`src/rtl/fsk_pkg.sv`:
```
// shared types and constants for the fsk tone sequencer
// no dependencies

package fsk_pkg;

   localparam int FREQ_W = 15;
   localparam int LEN_W  = 16;
   localparam int CNT_W  = 4;
   localparam int WORD_W = 8;
   localparam int IDX_W  = 3;
   localparam int CSR_W  = 16;

   localparam logic [CNT_W-1:0] MAX_WORD_BITS = 4'd8;

   // register indexes
   localparam logic [IDX_W-1:0] REG_MARK_FREQ     = 3'd0;
   localparam logic [IDX_W-1:0] REG_SPACE_FREQ    = 3'd1;
   localparam logic [IDX_W-1:0] REG_BIT_SAMPLES   = 3'd2;
   localparam logic [IDX_W-1:0] REG_STOP_SAMPLES  = 3'd3;
   localparam logic [IDX_W-1:0] REG_DATA_BITS     = 3'd4;
   localparam logic [IDX_W-1:0] REG_LEADER_BITS   = 3'd5;
   localparam logic [IDX_W-1:0] REG_TRAILER_BITS  = 3'd6;
   localparam logic [IDX_W-1:0] REG_FLUSH_SAMPLES = 3'd7;

   // register reset values
   localparam logic [FREQ_W-1:0] RST_MARK_FREQ     = 15'd1270;
   localparam logic [FREQ_W-1:0] RST_SPACE_FREQ    = 15'd1070;
   localparam logic [LEN_W-1:0]  RST_BIT_SAMPLES   = 16'd160;
   localparam logic [LEN_W-1:0]  RST_STOP_SAMPLES  = 16'd160;
   localparam logic [CNT_W-1:0]  RST_DATA_BITS     = 4'd8;
   localparam logic [CNT_W-1:0]  RST_LEADER_BITS   = 4'd2;
   localparam logic [CNT_W-1:0]  RST_TRAILER_BITS  = 4'd2;
   localparam logic [LEN_W-1:0]  RST_FLUSH_SAMPLES = 16'd24000;

   // input op codes
   localparam logic OP_SEND = 1'b0;
   localparam logic OP_END  = 1'b1;

   // segment kinds
   typedef enum logic [2:0] {
      SEG_MARK,
      SEG_SPACE,
      SEG_DATA,
      SEG_STOP,
      SEG_FLUSH
   } seg_kind_type;

   // counter load sources
   typedef enum logic [1:0] {
      CNT_SRC_LEADER,
      CNT_SRC_DATA,
      CNT_SRC_TRAILER
   } cnt_src_type;

   typedef struct packed {
      logic         accept;
      logic         emit;
      seg_kind_type seg_kind;
      logic         seg_last;
      logic         cnt_load;
      cnt_src_type  cnt_src;
      logic         cnt_dec;
      logic         shift;
      logic         set_tx;
      logic         clr_tx;
   } cmd_type;

   typedef struct packed {
      logic op;
      logic transmitting;
      logic cnt_zero;
      logic out_free;
   } status_type;

endpackage

```
`src/rtl/fsk_req_if.sv`:
```
// input channel of the fsk tone sequencer: op and data word
// depends on fsk_pkg

interface fsk_req_if;
   import fsk_pkg::*;

   logic              valid;
   logic              ready;
   logic              op;
   logic [WORD_W-1:0] data_word;

   modport source (output valid, output op, output data_word, input ready);
   modport sink   (input valid, input op, input data_word, output ready);
endinterface

```
`src/rtl/fsk_rsp_if.sv`:
```
// result channel of the fsk tone sequencer: one tone segment per beat
// depends on fsk_pkg

interface fsk_rsp_if;
   import fsk_pkg::*;

   logic              valid;
   logic              ready;
   logic [FREQ_W-1:0] seg_freq;
   logic [LEN_W-1:0]  duration;
   logic              last;

   modport source (output valid, output seg_freq, output duration, output last,
                   input ready);
   modport sink   (input valid, input seg_freq, input duration, input last,
                   output ready);
endinterface

```
`src/rtl/fsk_ctrl.sv`:
```
// segment sequencing state machine of the fsk tone sequencer
// depends on fsk_pkg; drives the datapath by command struct

module fsk_ctrl
   import fsk_pkg::*;
(
   input  logic       clock,
   input  logic       reset,
   input  logic       req_valid,
   output logic       req_ready,
   input  status_type status,
   output cmd_type    cmd
);

   localparam logic [2:0] ST_IDLE     = 3'd0;
   localparam logic [2:0] ST_DISPATCH = 3'd1;
   localparam logic [2:0] ST_LEADER   = 3'd2;
   localparam logic [2:0] ST_START    = 3'd3;
   localparam logic [2:0] ST_DATA     = 3'd4;
   localparam logic [2:0] ST_STOP     = 3'd5;
   localparam logic [2:0] ST_TRAILER  = 3'd6;
   localparam logic [2:0] ST_FLUSH    = 3'd7;

   logic [2:0] state_ff;
   logic [2:0] state_in;

   always_ff @(posedge clock) begin
      if (reset) begin
         state_ff <= ST_IDLE;
      end else begin
         state_ff <= state_in;
      end
   end

   assign req_ready = (state_ff == ST_IDLE);

   always_comb begin
      state_in     = state_ff;
      cmd          = '0;
      cmd.seg_kind = SEG_MARK;
      cmd.cnt_src  = CNT_SRC_LEADER;
      case (state_ff)
         ST_IDLE: begin
            if (req_valid) begin
               cmd.accept = 1'b1;
               state_in   = ST_DISPATCH;
            end
         end
         ST_DISPATCH: begin
            if (status.op == OP_END) begin
               if (status.transmitting) begin
                  cmd.cnt_load = 1'b1;
                  cmd.cnt_src  = CNT_SRC_TRAILER;
                  state_in     = ST_TRAILER;
               end else begin
                  state_in = ST_IDLE;
               end
            end else if (!status.transmitting) begin
               cmd.set_tx   = 1'b1;
               cmd.cnt_load = 1'b1;
               cmd.cnt_src  = CNT_SRC_LEADER;
               state_in     = ST_LEADER;
            end else begin
               state_in = ST_START;
            end
         end
         ST_LEADER: begin
            if (status.cnt_zero) begin
               state_in = ST_START;
            end else if (status.out_free) begin
               cmd.emit     = 1'b1;
               cmd.seg_kind = SEG_MARK;
               cmd.cnt_dec  = 1'b1;
            end
         end
         ST_START: begin
            if (status.out_free) begin
               cmd.emit     = 1'b1;
               cmd.seg_kind = SEG_SPACE;
               cmd.cnt_load = 1'b1;
               cmd.cnt_src  = CNT_SRC_DATA;
               state_in     = ST_DATA;
            end
         end
         ST_DATA: begin
            if (status.cnt_zero) begin
               state_in = ST_STOP;
            end else if (status.out_free) begin
               cmd.emit     = 1'b1;
               cmd.seg_kind = SEG_DATA;
               cmd.cnt_dec  = 1'b1;
               cmd.shift    = 1'b1;
            end
         end
         ST_STOP: begin
            if (status.out_free) begin
               cmd.emit     = 1'b1;
               cmd.seg_kind = SEG_STOP;
               cmd.seg_last = 1'b1;
               state_in     = ST_IDLE;
            end
         end
         ST_TRAILER: begin
            if (status.cnt_zero) begin
               state_in = ST_FLUSH;
            end else if (status.out_free) begin
               cmd.emit     = 1'b1;
               cmd.seg_kind = SEG_MARK;
               cmd.cnt_dec  = 1'b1;
            end
         end
         ST_FLUSH: begin
            if (status.out_free) begin
               cmd.emit     = 1'b1;
               cmd.seg_kind = SEG_FLUSH;
               cmd.seg_last = 1'b1;
               cmd.clr_tx   = 1'b1;
               state_in     = ST_IDLE;
            end
         end
         default: begin
            state_in = ST_IDLE;
         end
      endcase
   end

endmodule

```
`src/rtl/fsk_dp.sv`:
```
// datapath of the fsk tone sequencer: registers, word shifter, bit counter,
// output register; depends on fsk_pkg, driven by fsk_ctrl

module fsk_dp
   import fsk_pkg::*;
(
   input  logic              clock,
   input  logic              reset,
   input  logic              csr_we,
   input  logic [IDX_W-1:0]  csr_index,
   input  logic [CSR_W-1:0]  csr_wdata,
   input  logic              req_op,
   input  logic [WORD_W-1:0] req_data_word,
   input  cmd_type           cmd,
   output status_type        status,
   output logic              rsp_valid,
   input  logic              rsp_ready,
   output logic [FREQ_W-1:0] rsp_seg_freq,
   output logic [LEN_W-1:0]  rsp_duration,
   output logic              rsp_last
);

   logic [FREQ_W-1:0] mark_freq_ff;
   logic [FREQ_W-1:0] space_freq_ff;
   logic [LEN_W-1:0]  bit_samples_ff;
   logic [LEN_W-1:0]  stop_samples_ff;
   logic [CNT_W-1:0]  data_bits_ff;
   logic [CNT_W-1:0]  leader_bits_ff;
   logic [CNT_W-1:0]  trailer_bits_ff;
   logic [LEN_W-1:0]  flush_samples_ff;

   logic              op_ff;
   logic [WORD_W-1:0] word_ff;
   logic [CNT_W-1:0]  cnt_ff;
   logic [CNT_W-1:0]  cnt_in;
   logic              tx_ff;
   logic              valid_ff;
   logic [FREQ_W-1:0] freq_ff;
   logic [FREQ_W-1:0] freq_in;
   logic [LEN_W-1:0]  len_ff;
   logic [LEN_W-1:0]  len_in;
   logic              last_ff;
   logic [CNT_W-1:0]  nbits;

   always_ff @(posedge clock) begin
      if (reset) begin
         mark_freq_ff     <= RST_MARK_FREQ;
         space_freq_ff    <= RST_SPACE_FREQ;
         bit_samples_ff   <= RST_BIT_SAMPLES;
         stop_samples_ff  <= RST_STOP_SAMPLES;
         data_bits_ff     <= RST_DATA_BITS;
         leader_bits_ff   <= RST_LEADER_BITS;
         trailer_bits_ff  <= RST_TRAILER_BITS;
         flush_samples_ff <= RST_FLUSH_SAMPLES;
      end else if (csr_we) begin
         case (csr_index)
            REG_MARK_FREQ:     mark_freq_ff     <= csr_wdata[FREQ_W-1:0];
            REG_SPACE_FREQ:    space_freq_ff    <= csr_wdata[FREQ_W-1:0];
            REG_BIT_SAMPLES:   bit_samples_ff   <= csr_wdata[LEN_W-1:0];
            REG_STOP_SAMPLES:  stop_samples_ff  <= csr_wdata[LEN_W-1:0];
            REG_DATA_BITS:     data_bits_ff     <= csr_wdata[CNT_W-1:0];
            REG_LEADER_BITS:   leader_bits_ff   <= csr_wdata[CNT_W-1:0];
            REG_TRAILER_BITS:  trailer_bits_ff  <= csr_wdata[CNT_W-1:0];
            REG_FLUSH_SAMPLES: flush_samples_ff <= csr_wdata[LEN_W-1:0];
            default: ;
         endcase
      end
   end

   // word holds at most eight bits
   assign nbits = (data_bits_ff > MAX_WORD_BITS) ? MAX_WORD_BITS : data_bits_ff;

   always_comb begin
      cnt_in = cnt_ff;
      if (cmd.cnt_load) begin
         case (cmd.cnt_src)
            CNT_SRC_LEADER:  cnt_in = leader_bits_ff;
            CNT_SRC_DATA:    cnt_in = nbits;
            CNT_SRC_TRAILER: cnt_in = trailer_bits_ff;
            default:         cnt_in = '0;
         endcase
      end else if (cmd.cnt_dec) begin
         cnt_in = cnt_ff - 1'b1;
      end
   end

   always_comb begin
      case (cmd.seg_kind)
         SEG_MARK: begin
            freq_in = mark_freq_ff;
            len_in  = bit_samples_ff;
         end
         SEG_SPACE: begin
            freq_in = space_freq_ff;
            len_in  = bit_samples_ff;
         end
         SEG_DATA: begin
            freq_in = word_ff[0] ? mark_freq_ff : space_freq_ff;
            len_in  = bit_samples_ff;
         end
         SEG_STOP: begin
            freq_in = mark_freq_ff;
            len_in  = stop_samples_ff;
         end
         SEG_FLUSH: begin
            freq_in = '0;
            len_in  = flush_samples_ff;
         end
         default: begin
            freq_in = '0;
            len_in  = '0;
         end
      endcase
   end

   always_ff @(posedge clock) begin
      if (reset) begin
         tx_ff    <= 1'b0;
         valid_ff <= 1'b0;
         cnt_ff   <= '0;
      end else begin
         cnt_ff <= cnt_in;
         if (cmd.set_tx) begin
            tx_ff <= 1'b1;
         end else if (cmd.clr_tx) begin
            tx_ff <= 1'b0;
         end
         if (cmd.emit) begin
            valid_ff <= 1'b1;
         end else if (rsp_ready) begin
            valid_ff <= 1'b0;
         end
      end
   end

   always_ff @(posedge clock) begin
      if (cmd.accept) begin
         op_ff   <= req_op;
         word_ff <= req_data_word;
      end else if (cmd.shift) begin
         word_ff <= {1'b0, word_ff[WORD_W-1:1]};
      end
      if (cmd.emit) begin
         freq_ff <= freq_in;
         len_ff  <= len_in;
         last_ff <= cmd.seg_last;
      end
   end

   assign status.op           = op_ff;
   assign status.transmitting = tx_ff;
   assign status.cnt_zero     = (cnt_ff == '0);
   assign status.out_free     = !valid_ff || rsp_ready;

   assign rsp_valid    = valid_ff;
   assign rsp_seg_freq = freq_ff;
   assign rsp_duration = len_ff;
   assign rsp_last     = last_ff;

endmodule

```
`src/rtl/fsk_async_frame_tone_sequencer_top.sv`:
```
// Binary-FSK async frame tone sequencer. A send item yields optional leader
// mark bits (first word of a transmission only), a space start bit, up to
// eight data bits LSB first and a mark stop bit; an end item yields trailer
// mark bits and a silent flush segment, or nothing while idle. The segment
// sequencer emits one segment per cycle while the result side takes them,
// but the dispatch state and the zero check that ends each run of leader,
// data or trailer bits emit nothing. One item is in work at a time;
// the next is taken once the last segment sits in the output register.
// Register writes are taken any cycle and should be made only while idle.
// Depends on fsk_pkg, fsk_req_if, fsk_rsp_if, fsk_ctrl and fsk_dp.

module fsk_async_frame_tone_sequencer_top
   import fsk_pkg::*;
(
   input  logic             clock,
   input  logic             reset,
   fsk_req_if.sink          req_if,
   fsk_rsp_if.source        rsp_if,
   input  logic             csr_we,
   input  logic [IDX_W-1:0] csr_index,
   input  logic [CSR_W-1:0] csr_wdata
);

   cmd_type    cmd;
   status_type status;

   fsk_ctrl u_ctrl (
      .clock     (clock),
      .reset     (reset),
      .req_valid (req_if.valid),
      .req_ready (req_if.ready),
      .status    (status),
      .cmd       (cmd)
   );

   fsk_dp u_dp (
      .clock         (clock),
      .reset         (reset),
      .csr_we        (csr_we),
      .csr_index     (csr_index),
      .csr_wdata     (csr_wdata),
      .req_op        (req_if.op),
      .req_data_word (req_if.data_word),
      .cmd           (cmd),
      .status        (status),
      .rsp_valid     (rsp_if.valid),
      .rsp_ready     (rsp_if.ready),
      .rsp_seg_freq  (rsp_if.seg_freq),
      .rsp_duration  (rsp_if.duration),
      .rsp_last      (rsp_if.last)
   );

endmodule

```
`src/flat_wrapper.sv`:
```
// flat-port wrapper written by rule: the top's interface ports become plain ports
module fsk_async_frame_tone_sequencer_top_flat import fsk_pkg::*;
  (clock, reset, csr_we, csr_index, csr_wdata, req_if_valid, req_if_op, req_if_data_word, req_if_ready, rsp_if_valid, rsp_if_seg_freq, rsp_if_duration, rsp_if_last, rsp_if_ready);
  fsk_req_if req_if_i ();
  fsk_rsp_if rsp_if_i ();
  input  logic clock;
  input  logic reset;
  input  logic csr_we;
  input  logic [IDX_W-1:0] csr_index;
  input  logic [CSR_W-1:0] csr_wdata;
  input wire logic [$bits(req_if_i.valid)-1:0] req_if_valid;
  input wire logic [$bits(req_if_i.op)-1:0] req_if_op;
  input wire logic [$bits(req_if_i.data_word)-1:0] req_if_data_word;
  output wire logic [$bits(req_if_i.ready)-1:0] req_if_ready;
  output wire logic [$bits(rsp_if_i.valid)-1:0] rsp_if_valid;
  output wire logic [$bits(rsp_if_i.seg_freq)-1:0] rsp_if_seg_freq;
  output wire logic [$bits(rsp_if_i.duration)-1:0] rsp_if_duration;
  output wire logic [$bits(rsp_if_i.last)-1:0] rsp_if_last;
  input wire logic [$bits(rsp_if_i.ready)-1:0] rsp_if_ready;
  assign req_if_i.valid = req_if_valid;
  assign req_if_i.op = req_if_op;
  assign req_if_i.data_word = req_if_data_word;
  assign req_if_ready = req_if_i.ready;
  assign rsp_if_valid = rsp_if_i.valid;
  assign rsp_if_seg_freq = rsp_if_i.seg_freq;
  assign rsp_if_duration = rsp_if_i.duration;
  assign rsp_if_last = rsp_if_i.last;
  assign rsp_if_i.ready = rsp_if_ready;
  fsk_async_frame_tone_sequencer_top u_core (.clock(clock), .reset(reset), .req_if(req_if_i), .rsp_if(rsp_if_i), .csr_we(csr_we), .csr_index(csr_index), .csr_wdata(csr_wdata));
endmodule
```
`config.mk`:
```
export PLATFORM = sky130hd
export DESIGN_NAME = fsk_async_frame_tone_sequencer_top_flat
export DESIGN_NICKNAME = d
export VERILOG_FILES = /design/src/rtl/fsk_pkg.sv /design/src/rtl/fsk_req_if.sv /design/src/rtl/fsk_rsp_if.sv /design/src/rtl/fsk_ctrl.sv /design/src/rtl/fsk_dp.sv /design/src/rtl/fsk_async_frame_tone_sequencer_top.sv /design/src/flat_wrapper.sv
export SDC_FILE = /design/constraint.sdc
export NUM_CORES = 1
export LEC_CHECK = 0
export BUFFER_PORTS_ARGS = -buffer_cell sky130_fd_sc_hd__buf_4
export CAP_MARGIN = 20
export CORE_MARGIN = 3
export CORE_UTILIZATION = 56
export DETAILED_ROUTE_END_ITERATION = 10
export PLACE_DENSITY = 0.74
export SLEW_MARGIN = 15
export SYNTH_ARGS = -nofsm -noshare
export SYNTH_HDL_FRONTEND = slang
export SYNTH_SLANG_ARGS = --single-unit
export TNS_END_PERCENT = 20
```
`constraint.sdc`:
```
create_clock -name clock -period 4.2 [get_ports clock]
set_clock_uncertainty 0.15 [all_clocks]
set_input_delay 0.21 -clock clock [delete_from_list [all_inputs] [get_ports clock]]
set_output_delay 0.21 -clock clock [all_outputs]
set_load 0.1 [all_outputs]
```
### Word level (Yosys, flattened, before mapping)

Cells that the tools add are included.

| operators by class | value |
|---|---|
| add/subtract/negate cells | 1 |
| equal/unequal tests | 26 |
| reduce and logical (&&, ||, !) cells | 24 |
| $lt $le $gt $ge | 1 |
| mux-type cells | 48 |

Operators by type and width:

| operator | count |
|---|---|
| case mux 16 bit (3 select lines) | 1 |
| case mux 15 bit (3 select lines) | 1 |
| two-way mux 3 bit | 11 |
| two-way mux 4 bit | 8 |
| equality test 3 bit (second input constant) | 9 |
| case mux 3 bit (7 select lines) | 1 |
| case mux 4 bit (5 select lines) | 1 |
| equality test 3 x 2 -> 1 bit (second input constant) | 6 |
| two-way mux 8 bit | 2 |
| AND reduction 2 bit | 8 |
| two-way mux 15 bit | 1 |
| two-way mux 1 bit | 14 |
| case mux 4 bit (3 select lines) | 1 |
| two-way mux 5 bit | 2 |
| != test 2 x 1 -> 1 bit (second input constant) | 5 |
| equality test 3 x 1 -> 1 bit (second input constant) | 3 |
| logical NOT 3 bit | 3 |
| nonzero test 2 bit | 4 |
| case mux 3 bit (2 select lines) | 1 |
| AND reduction 6 bit | 1 |
| OR reduction 2 bit | 3 |
| > comparator 4 bit (second input constant) | 1 |
| logical NOT 4 bit | 1 |
| two-way mux 2 bit | 2 |
| other kinds (9) | 10 |

| storage, ports and cells | value |
|---|---|
| register bits after elaboration | 140 |
| input port bits | 33 |
| output and inout bits | 34 |

### Longest topological paths before layout

Gate-level depths: netlist of run 1.

| depth | value |
|---|---|
| word-level depth | 8 |
| mapped depth | 7 |

### By module

Synthesis of run 1 repeated with hierarchy kept, for this count alone.

| second synthesis, totals | value |
|---|---|
| cells, all modules | 615 |
| area total of the unflattened synthesis | 5878.1 µm² |

By module, submodules not included:

| module | cells an instance | instances | area each (µm²) | sequential area each (µm²) |
|---|---|---|---|---|
| fsk_dp | 568 | 1 | 5530.3 | 3153.0 |
| fsk_ctrl | 47 | 1 | 347.8 | 60.1 |

### Least setup slack after synthesis of run 1

Ideal clock, no wire load.

| timing | value |
|---|---|
| path type | reg2reg |
| start point | reg u_core.u_dp.valid_ff (netlist: u_core.u_dp.rsp_valid) |
| end point | reg u_core.u_dp.len_ff[0] (netlist: u_core.u_dp.rsp_duration[0]) (enable) |
| stages on the path, launching flop included | 4 |
| path slack | 0.143 ns |
| required time | 3.587 ns |
| clock period less this slack | 4.057 ns |
| path buffers | 1 |
| library setup time | 0.463 ns |
| arrival time | 3.444 ns |
| cell sequence | dfxtp_1 > nor2b_1 > buf_2 > nor3_1 |

RTL lines:

| what | line | RTL |
|---|---|---|
| start, declared | fsk_dp.sv:37 | `logic valid_ff;` |
| start signal, assigned | fsk_dp.sv:119 | `valid_ff <= 1'b0;` |
| start signal, assigned | fsk_dp.sv:129 | `valid_ff <= 1'b1;` |
| start signal, assigned | fsk_dp.sv:131 | `valid_ff <= 1'b0;` |
| end signal, assigned | fsk_dp.sv:145 | `len_ff <= len_in;` |
| end, declared | fsk_dp.sv:40 | `logic [LEN_W-1:0] len_ff;` |

### Final worst setup path of run 1

| timing | value |
|---|---|
| start point | reg u_core.u_ctrl.state_ff[1] |
| end point | reg u_core.u_dp.freq_ff[3] (netlist: u_core.u_dp.rsp_seg_freq[3]), data pin |

| on the way | value |
|---|---|
| cells in the longest elaborated chain, start to end | 6 |

Ends and longest elaborated chain:

| what | line | RTL |
|---|---|---|
| start, declared | fsk_ctrl.sv:24 | `logic [2:0] state_ff;` |
| start signal, assigned | fsk_ctrl.sv:31 | `state_ff <= state_in;` |
| equality test 3 bit / equality test 3 x 2 -> 1 bit (equally long branches) | fsk_ctrl.sv:42 | `case (state_ff)` |
| OR reduction 2 bit (no source line) | -- |  |
| case mux 4 bit (5 select lines) * | fsk_ctrl.sv:42 |  |
| equality test 3 x 2 -> 1 bit / logical NOT 3 bit (equally long branches) | fsk_dp.sv:88 | `case (cmd.seg_kind)` |
| OR reduction 2 bit (no source line) | -- |  |
| case mux 15 bit (3 select lines) * | fsk_dp.sv:88 |  |
| via u_core.u_dp.freq_in[3] | fsk_dp.sv:39 | `logic [FREQ_W-1:0] freq_in;` |
| end signal, assigned | fsk_dp.sv:144 | `freq_ff <= freq_in;` |
| end, declared | fsk_dp.sv:38 | `logic [FREQ_W-1:0] freq_ff;` |

Mark *: on every way through the listed nets, which the timed path passes. The rest lies on a longest branch.
A chain may end at the register's enable or synchronous reset.

==> impl_metrics.tcl, run 1 <==
set metrics [dict create \
    p_seq_frac 0.421 \
    period_share 0.559 \
    final_util 0.729 \
    cts-root-buf "clkbuf_8" \
    synth_largest_area_cell "dfxtp_1" \
    cts.path.max_buffers 2 \
    tritoncts "yes" \
    yosysTopAreaCellShare 0.343 \
    worstPathArrival_ns 2.59 \
    synth_fp_nets 644 \
    rsz0062_at_grt "false" \
    holdPathStages 3 \
    die_h_um 108 \
    slew_headroom 0.296 \
    dieArea_um2 11600 \
    io_buffers 66 \
    worstPathRequired_ns 4.44 \
    clk-insertion-delay-late_ns 0.53 \
    die_w_um 108 \
    grt_max_degree 100 \
    cp-start-kind "flop" \
    yosysUniqueCellTypes 46 \
    ys_async_sr_fraction 0 \
    area_growth_pct 25.1 \
    antenna_cells 0 \
    wire_per_inst_um 16.7 \
    slew_violations 0 \
    status "finished clean" \
    route.antenna.remaining_nets 0 \
    setup_viol_count_final 0 \
    fillers 712 \
    gr-total-overflow 0 \
    cts.reportedPaths.clkPinSlew_ns 0.06 \
    p_sw_mw 1.02 \
    antenna_found_initial 0 \
    drtIter0Drc 316 \
    end_kind "flop" \
    nets 724 \
    hpwl_mm 8.38 \
    fmax_ghz 0.426 \
    finalWeightedCongestion 0.859 \
    grt_pass1_wl_mm 22.4 \
    rows 36 \
    wl_mm 13.9 \
    ys_ff_latch 140 \
    start_util 0.582 \
    htree_levels 4 \
    p_per_area_nw_per_um2 503 \
    ys_warn_count 0 \
    rrSetupSlack_ns 1.85 \
    synth_area_um2 5770 \
    grt_pass1_vias 4696 \
    ir_worst_vdd_v 0.000307 \
    finalWorstPathRequiredPeriod_ns 2.35 \
    ys_seq_area_frac 0.557 \
    switching_share 0.281 \
    combPwrFrac 0.162 \
    setup_tns_ns 0 \
    track_usage 0.251 \
    vias 4629 \
    io_pins 67 \
    finalHoldViolCount 0 \
    hp-start "csr_index[2]" \
    final_layout_size_suffix_gt1_frac 0.176 \
    cap_violations 0 \
    leakage_nw 2.76 \
    p_int_mw 2.61 \
    hp-class "in2reg" \
    crit_fanout 18 \
    reg2regPathDepth 4 \
    drt_first_pass_iters 5 \
    synth_area_per_cell_um2 9.52 \
    p_clk_frac 0.417 \
    synthTopCellsByArea "dfxtp_1 (34%), edfxtp_1 (21%), nand2_1 (12%), a21oi_1 (5.0%), mux2i_1 (4.5%)" \
    synth_most_common_cell "nand2_1" \
    synth-main-ff-cell "dfxtp_1" \
    postCtsSetupRepairBufs 0 \
    via_per_inst 5.56 \
    synth_edf_count 41 \
    r2r_start "u_core.u_ctrl.state_ff[1]$_SDFFE_PP0P_" \
    cts.sinks 140 \
    core_um2 9910 \
    tightest_slew_ns 1.05 \
    r2r-end "u_core.u_dp.rsp_seg_freq[3]$_DFFE_PP_" \
    drcViolationCount 0 \
    holdPathEnd "u_core.u_dp.leader_bits_ff[1]$_SDFFE_PP1P_" \
    crit_type "reg2reg" \
    numCtsBuffers 17 \
    postSynthCellCount 606 \
    synth_top_cells_by_count "nand2_1 (183), dfxtp_1 (99), a21oi_1 (58), edfxtp_1 (41), nand3b_1 (27)" \
]
==> kinds of logic (layout without fill, tap and decap cells) <==
kind of cell / count (synthesis) / count (layout) / share of synthesized area
flip-flops: 140 / 140 / 0.557
XOR/XNOR: 1 / 1 / 0.00152
AO/OA/AOI/OAI: 111 / 111 / 0.119
buffers and inverters: 47 / 140 / 0.0340
multiplexers: 34 / 34 / 0.0613
AND/OR/NAND/NOR: 268 / 268 / 0.217
adder cells (fa/ha/maj): 5 / 5 / 0.0108
==> flip-flops by register name (all words and copies together), names as in the netlist <==
| register | flops |
|---|---|
| u_core.u_dp.tx_ff | 1 |
| u_core.u_dp.word_ff | 8 |
| u_core.u_dp.bit_samples_ff | 16 |
| u_core.u_dp.cnt_ff | 4 |
| u_core.u_dp.flush_samples_ff | 16 |
| u_core.u_dp.mark_freq_ff | 15 |
| u_core.u_dp.space_freq_ff | 15 |
| u_core.u_dp.rsp_valid | 1 |
| u_core.u_dp.stop_samples_ff | 16 |
| u_core.u_dp.rsp_last | 1 |
| u_core.u_ctrl.state_ff | 3 |
| u_core.u_dp.trailer_bits_ff | 4 |
| u_core.u_dp.data_bits_ff | 4 |
| u_core.u_dp.op_ff | 1 |
| u_core.u_dp.rsp_seg_freq | 15 |
| u_core.u_dp.leader_bits_ff | 4 |
| u_core.u_dp.rsp_duration | 16 |
==> worst max-delay path: stages, from the launching register on <==
cell and delay [ns]:
dfxtp_1 0.58, buf_4 0.39, nand3b_1 0.20, a21oi_2 0.65
a22o_1 0.24
==> layer usage <==
metal | vias up | global-route usage | share of wire
li1 | 2250 | - | -
met1 | 2206 | 0.313 | 0.44
met2 | 141 | 0.421 | 0.50
met3 | 32 | 0.0456 | 0.045
met4 | 0 | 0.118 | 0.020
met5 | - | 0 | 0
==> worst max path at each step <==
| stage | depth (start not counted) | end | from | slack (ns) |
|---|---|---|---|---|
| final | 4 | u_core.u_dp.rsp_seg_freq[3]$_DFFE_PP_ | u_core.u_ctrl.state_ff[1]$_SDFFE_PP0P_ | 1.85 |
| after global routing | 4 | u_core.u_dp.rsp_seg_freq[13]$_DFFE_PP_ | u_core.u_ctrl.state_ff[1]$_SDFFE_PP0P_ | 1.66 |
| after CTS | 4 | u_core.u_dp.rsp_seg_freq[3]$_DFFE_PP_ | u_core.u_ctrl.state_ff[1]$_SDFFE_PP0P_ | 1.84 |
| after detailed placement | 5 | u_core.u_dp.word_ff[0]$_DFFE_PP_ | u_core.u_dp.cnt_ff[0]$_SDFFE_PP0P_ | 1.81 |
| after global placement | 5 | u_core.u_dp.word_ff[6]$_DFFE_PP_ | u_core.u_dp.cnt_ff[0]$_SDFFE_PP0P_ | 1.96 |
| after floorplan | 3 | u_core.u_dp.rsp_duration[0]$_DFFE_PP_ | u_core.u_dp.rsp_valid$_SDFFE_PP0P_ | 0.14 |
==> layout by cell type, fill, tap and decap left out, types with 7 or more instances in the layout <==
| master | synthesis | layout |
|---|---|---|
| nor2b_1 | 7 | 7 |
| dlygate4sd3_1 | 0 | 29 |
| edfxtp_1 | 41 | 41 |
| mux2_2 | 7 | 7 |
| nand3b_1 | 27 | 27 |
| clkbuf_16 | 0 | 17 |
| buf_4 | 1 | 71 |
| nand2_1 | 183 | 183 |
| nor2_1 | 17 | 17 |
| inv_1 | 7 | 7 |
| dfxtp_1 | 99 | 99 |
| o21ai_0 | 17 | 17 |
| mux2i_1 | 26 | 26 |
| a21oi_1 | 58 | 58 |
| a22o_1 | 15 | 15 |
==> layout make-up <==
| class | instances | area (um^2) | area share |
|---|---|---|---|
| clock inverter | 10 | 125 | 0.0173 |
| tap | 133 | 166 | 0.0230 |
| inverter | 7 | 26.3 | 0.00364 |
| multi-input combinational | 419 | 2370 | 0.328 |
| timing repair buffer | 101 | 835 | 0.116 |
| sequential | 140 | 3210 | 0.445 |
| clock buffer | 22 | 484 | 0.0670 |
==> stage by stage <==
step                total power, mW  setup WS, ns  hold slack (ns)  cells  area, um^2
finish                         3.63          1.85           0.0671    832        7220
CTS                            3.65          1.84           0.0493    831        7210
global route                   3.75          1.66           0.0762    832        7220
global placement               2.10          1.96            0.240    769        6300
floorplan                      1.98         0.143            0.159    606        5770
detailed placement             2.12          1.81            0.240    770        6310
==> timing repair <==
item	4_1_cts	5_1_grt
endpoints found under the hold margin	100	0
hold buffers	29	0
gates resized for setup	0	0
==> power by group through the flow <==
stage / Sequential [mW] / Combinational [mW] / Clock (mW)
after detailed placement: 1.56 / 0.562 / 0
after global routing: 1.54 / 0.625 / 1.59
after CTS: 1.53 / 0.588 / 1.53
after floorplan: 1.71 / 0.271 / 0
after global placement: 1.55 / 0.549 / 0
final: 1.53 / 0.589 / 1.51
Note: power is estimated with default switching activity, not from simulation.
==> inputs of run 2 (changes only) <==
==> constraint.sdc (replaced) <==
create_clock -name clock -period 2.4 [get_ports clock]
set_clock_uncertainty 0.15 [all_clocks]
set_input_delay 0.12 -clock clock [delete_from_list [all_inputs] [get_ports clock]]
set_output_delay 0.12 -clock clock [all_outputs]
set_load 0.1 [all_outputs]
==> impl_metrics.tcl, run 2 (synthesis results as in run 1) <==
set metrics [dict create \
    status "finished clean" \
    cts-root-buf "clkbuf_8" \
    gr-total-overflow 0 \
    postCtsSetupRepairBufs 0 \
    slew_headroom 0.524 \
    via_per_inst 5.53 \
    setup_tns_ns 0 \
    htree_levels 4 \
    worstPathArrival_ns 2.57 \
    core_um2 9910 \
    slew_violations 0 \
    hp-class "in2reg" \
    postLayoutCellArea_um2 7290 \
    ir_worst_vdd_v 0.000483 \
    drt_first_pass_iters 5 \
    setup_ws_ns 0.142 \
    mostFrequentLayoutCell "nand2_1" \
    place_ws_ns 0.116 \
    cap_violations 0 \
    die_w_um 108 \
    antenna_found_initial 0 \
    rows 36 \
    tightest_slew_ns 0.711 \
    nets 736 \
    fillers 731 \
    grt_pass1_wl_mm 22.4 \
    numCtsBuffers 17 \
    cts.sinks 140 \
    track_usage 0.249 \
    final_cells 844 \
    worstPathRequired_ns 2.71 \
    period_share 0.941 \
    cp-start-kind "input pin" \
    area_growth_pct 26.3 \
    seq_area_um2 3220 \
    cts.reportedPaths.clkPinSlew_ns 0.06 \
    grt_max_degree 54 \
    start_util 0.582 \
    end_kind "flop" \
    drtIter0Drc 262 \
    setup_viol_count_final 0 \
    leakage_nw 2.79 \
    final_layout_size_suffix_gt1_frac 0.183 \
    dieArea_um2 11600 \
    route.antenna.remaining_nets 0 \
    dp.cells 776 \
    p_per_area_nw_per_um2 837 \
    switching_share 0.291 \
    crit_fanout 15 \
    finalHoldViolCount 0 \
    tritoncts "yes" \
    io_buffers 66 \
    die_h_um 108 \
    finalWeightedCongestion 0.835 \
    p_clk_frac 0.387 \
    io_pins 67 \
    final_cell_mix "nand2_1 (183), dfxtp_1 (97), buf_4 (76)" \
    drcViolationCount 0 \
    hpwl_mm 8.49 \
    crit_type "in2reg" \
    finalWorstPathRequiredPeriod_ns 2.26 \
    p_seq_frac 0.440 \
    placed_area_um2 6380 \
    clk-insertion-delay-late_ns 0.52 \
    p_int_mw 4.32 \
    vias 4671 \
    multiInputGateArea_um2 2390 \
    wire_per_inst_um 16.3 \
    grt_pass1_vias 4650 \
    antenna_cells 0 \
    whs_ns 0.207 \
    p_sw_mw 1.78 \
    combPwrFrac 0.173 \
    wl_mm 13.8 \
    fmax_ghz 0.443 \
    cts.path.max_buffers 2 \
    rsz0062_at_grt "false" \
]
-- run 2: cell count changes in the layout (fill, tap and decap cells not counted), sizes merged, moves of 2 or more --
cell,change
dlygate4sd3,+7
buf,+5
clkinv,+5
clkbuf,-4
clkinvlp,+2
inv,-2
-- run 2: power groups by stage --
stage | Clock [mW] | Sequential (mW) | Combinational (mW)
6_report | 2.36 | 2.68 | 1.06
2_1_floorplan | 0 | 2.98 | 0.491
3_5_place_dp | 0 | 2.73 | 1.00
3_3_place_gp | 0 | 2.72 | 0.984
4_1_cts | 2.40 | 2.68 | 1.06
5_1_grt | 2.50 | 2.70 | 1.12
-- run 2: final cells by class --
| cell class | count | share of cell area |
|---|---|---|
| flip-flops and latches | 140 | 0.441 |
| multi-input cells | 419 | 0.328 |
| repair buffers | 113 | 0.130 |
| clock buffers | 18 | 0.0573 |
| well taps | 133 | 0.0228 |
| clock inverters | 14 | 0.0165 |
| inverters | 7 | 0.00361 |
-- run 2: timing repair --
| action | CTS | global route |
|---|---|---|
| hold buffers | 36 | 0 |
| setup endpoints to repair | 0 | 10 |
| gates resized for setup | 0 | 2 |
| endpoints found under the hold margin | 105 | 0 |
-- run 2: per-stage QoR --
step	util	power [mW]
floorplan	-	3.47
global placement	0.644	3.70
detailed placement	0.644	3.73
CTS	0.735	6.13
global route	0.735	6.32
finish	0.735	6.10
-- run 2: final timing paths --
kind | endpoint | start | slack, ns | cells past startpoint
worst max-delay path | u_core.u_dp.mark_freq_ff[4]$_SDFFE_PP1P_ | csr_index[2] | 0.14 | 9
worst min-delay path | u_core.u_dp.op_ff$_DFFE_PP_ | req_if_op | 0.21 | 2
worst max register to register | u_core.u_dp.cnt_ff[2]$_SDFFE_PP0P_ | u_core.u_dp.op_ff$_DFFE_PP_ | 0.31 | 6
worst min register to register | u_core.u_dp.bit_samples_ff[4]$_SDFFE_PP0P_ | u_core.u_dp.bit_samples_ff[4]$_SDFFE_PP0P_ | 0.31 | 2
-- run 2: metal layers --
layer	wire length [um]	vias up	track usage
met1	6020	2256	0.321
met4	232	0	0.0857
met5	0	-	0
met3	664	20	0.0570
li1	-	2278	-
met2	6880	117	0.414
-- run 2: worst max-delay path, cell delays in order --
cell and delay [ns]:
dlygate4sd3_1 0.54, buf_4 0.16, nand2b_1 0.17, nor3_2 0.10, dlygate4sd3_1 0.56, buf_4 0.22, nand2_1 0.07, dlygate4sd3_1 0.55
nand3b_1 0.07
==> inputs of run 3 (changes only) <==
--- a/config.mk
+++ b/config.mk
@@ -9,6 +9,7 @@
 export CAP_MARGIN = 20
 export CORE_MARGIN = 3
 export CORE_UTILIZATION = 56
+export CTS_BUF_LIST = sky130_fd_sc_hd__clkbuf_8
 export DETAILED_ROUTE_END_ITERATION = 10
 export PLACE_DENSITY = 0.74
 export SLEW_MARGIN = 15
==> impl_metrics.tcl, run 3 (synthesis results as in run 1) <==
set metrics [dict create \
    status "finished clean" \
    hpwl_mm 8.49 \
    finalWorstPathRequiredPeriod_ns 2.10 \
    dp.cells 776 \
    io_pins 67 \
    slew_headroom 0.506 \
    final_cell_mix "nand2_1 (183), dfxtp_1 (97), buf_4 (76)" \
    crit_type "reg2reg" \
    drcViolationCount 0 \
    final_cells 838 \
    postCtsSetupRepairBufs 0 \
    postLayoutCellArea_um2 7050 \
    finalWeightedCongestion 0.835 \
    rsz0062_at_grt "false" \
    p_per_area_nw_per_um2 773 \
    grt_max_degree 54 \
    antenna_found_initial 0 \
    htree_levels 4 \
    end_kind "flop" \
    route.antenna.remaining_nets 0 \
    cts.path.max_buffers 2 \
    start_util 0.582 \
    track_usage 0.239 \
    cts-root-buf "clkbuf_8" \
    numCtsBuffers 17 \
    core_um2 9910 \
    antenna_cells 0 \
    cts.reportedPaths.clkPinSlew_ns 0.07 \
    hp-class "in2reg" \
    setup_viol_count_final 0 \
    vias 4659 \
    leakage_nw 2.68 \
    crit_fanout 15 \
    final_util 0.711 \
    period_share 0.874 \
    worstPathArrival_ns 2.25 \
    gr-total-overflow 0 \
    worstPathRequired_ns 2.55 \
    wire_per_inst_um 16.0 \
    nets 730 \
    clk-insertion-delay-late_ns 0.44 \
    finalHoldViolCount 0 \
    drt_first_pass_iters 7 \
    final_layout_size_suffix_gt1_frac 0.184 \
    tightest_slew_ns 0.742 \
    dieArea_um2 11600 \
    cp-start-kind "flop" \
    cts.sinks 140 \
    via_per_inst 5.56 \
    ir_worst_vdd_v 0.000527 \
    slew_violations 0 \
    cap_violations 0 \
    grt_pass1_vias 4442 \
    grt_pass1_wl_mm 21.7 \
    whs_ns 0.0522 \
    rows 36 \
    mostFrequentLayoutCell "nand2_1" \
    total_power_mw 5.45 \
    area_growth_pct 22.1 \
    wl_mm 13.4 \
    tritoncts "yes" \
    die_h_um 108 \
    die_w_um 108 \
    placed_area_um2 6380 \
    drtIter0Drc 212 \
    fmax_ghz 0.477 \
    io_buffers 66 \
]
==> run 3: cell count changes in the layout (fill, tap and decap cells not counted), sizes merged <==
cell / previous run / this run
clkbuf: 18 / 17
dlygate4sd3: 36 / 30
inv: 9 / 10
==> run 3: cell type report <==
| class | instances | area (um^2) |
|---|---|---|
| clock inverter | 15 | 124 |
| fill | 763 | 2860 |
| clock buffer | 17 | 234 |
| multi-input combinational | 419 | 2390 |
| timing repair buffer | 107 | 891 |
| tap | 133 | 166 |
| inverter | 7 | 26.3 |
| sequential | 140 | 3220 |
==> run 3: per-layer routing <==
metal	wire length, um	track usage	part of all wire	up-vias
li1	-	-	-	2266
met1	5870	0.315	0.44	2235
met2	6600	0.397	0.49	144
met3	745	0.0492	0.056	14
met4	161	0.0748	0.012	0
met5	0	0	0	-
==> run 3: power breakdown <==
group          internal, mW  switching (mW)  total, mW
sequential             2.59          0.0876       2.68
combinational         0.352           0.696       1.05
clock                 0.812           0.912       1.72
==> run 3: worst paths after layout <==
check	startpoint	end	slack (ns)	cells after the start
min	csr_index[2]	u_core.u_dp.trailer_bits_ff[1]$_SDFFE_PP1P_	0.05	3
min reg2reg	u_core.u_dp.bit_samples_ff[9]$_SDFFE_PP0P_	u_core.u_dp.bit_samples_ff[9]$_SDFFE_PP0P_	0.31	2
max reg2reg	u_core.u_dp.cnt_ff[0]$_SDFFE_PP0P_	u_core.u_dp.rsp_seg_freq[8]$_DFFE_PP_	0.30	6
max	u_core.u_dp.cnt_ff[0]$_SDFFE_PP0P_	u_core.u_dp.rsp_seg_freq[8]$_DFFE_PP_	0.30	6
==> run 3: metrics by stage <==
step           setup WS, ns  TNS [ns]
5_1_grt               0.125         0
6_report              0.303         0
3_3_place_gp          0.182         0
2_1_floorplan       -0.0369    -0.259
4_1_cts              0.0991         0
3_5_place_dp          0.116         0
==> run 3: repair_timing <==
item / in CTS / in global routing
hold endpoints to repair: 99 / 0
hold buffers: 30 / 0
resized for setup: 0 / 2
setup endpoints to repair: 0 / 9
==> run 3: critical path: stages (launching register included) <==
cell     delay (ns)
dfxtp_1        0.37
inv_1          0.06
ha_1           0.22
or3b_4         0.27
nand2_1        0.08
a21oi_2        0.59
a22o_1         0.24
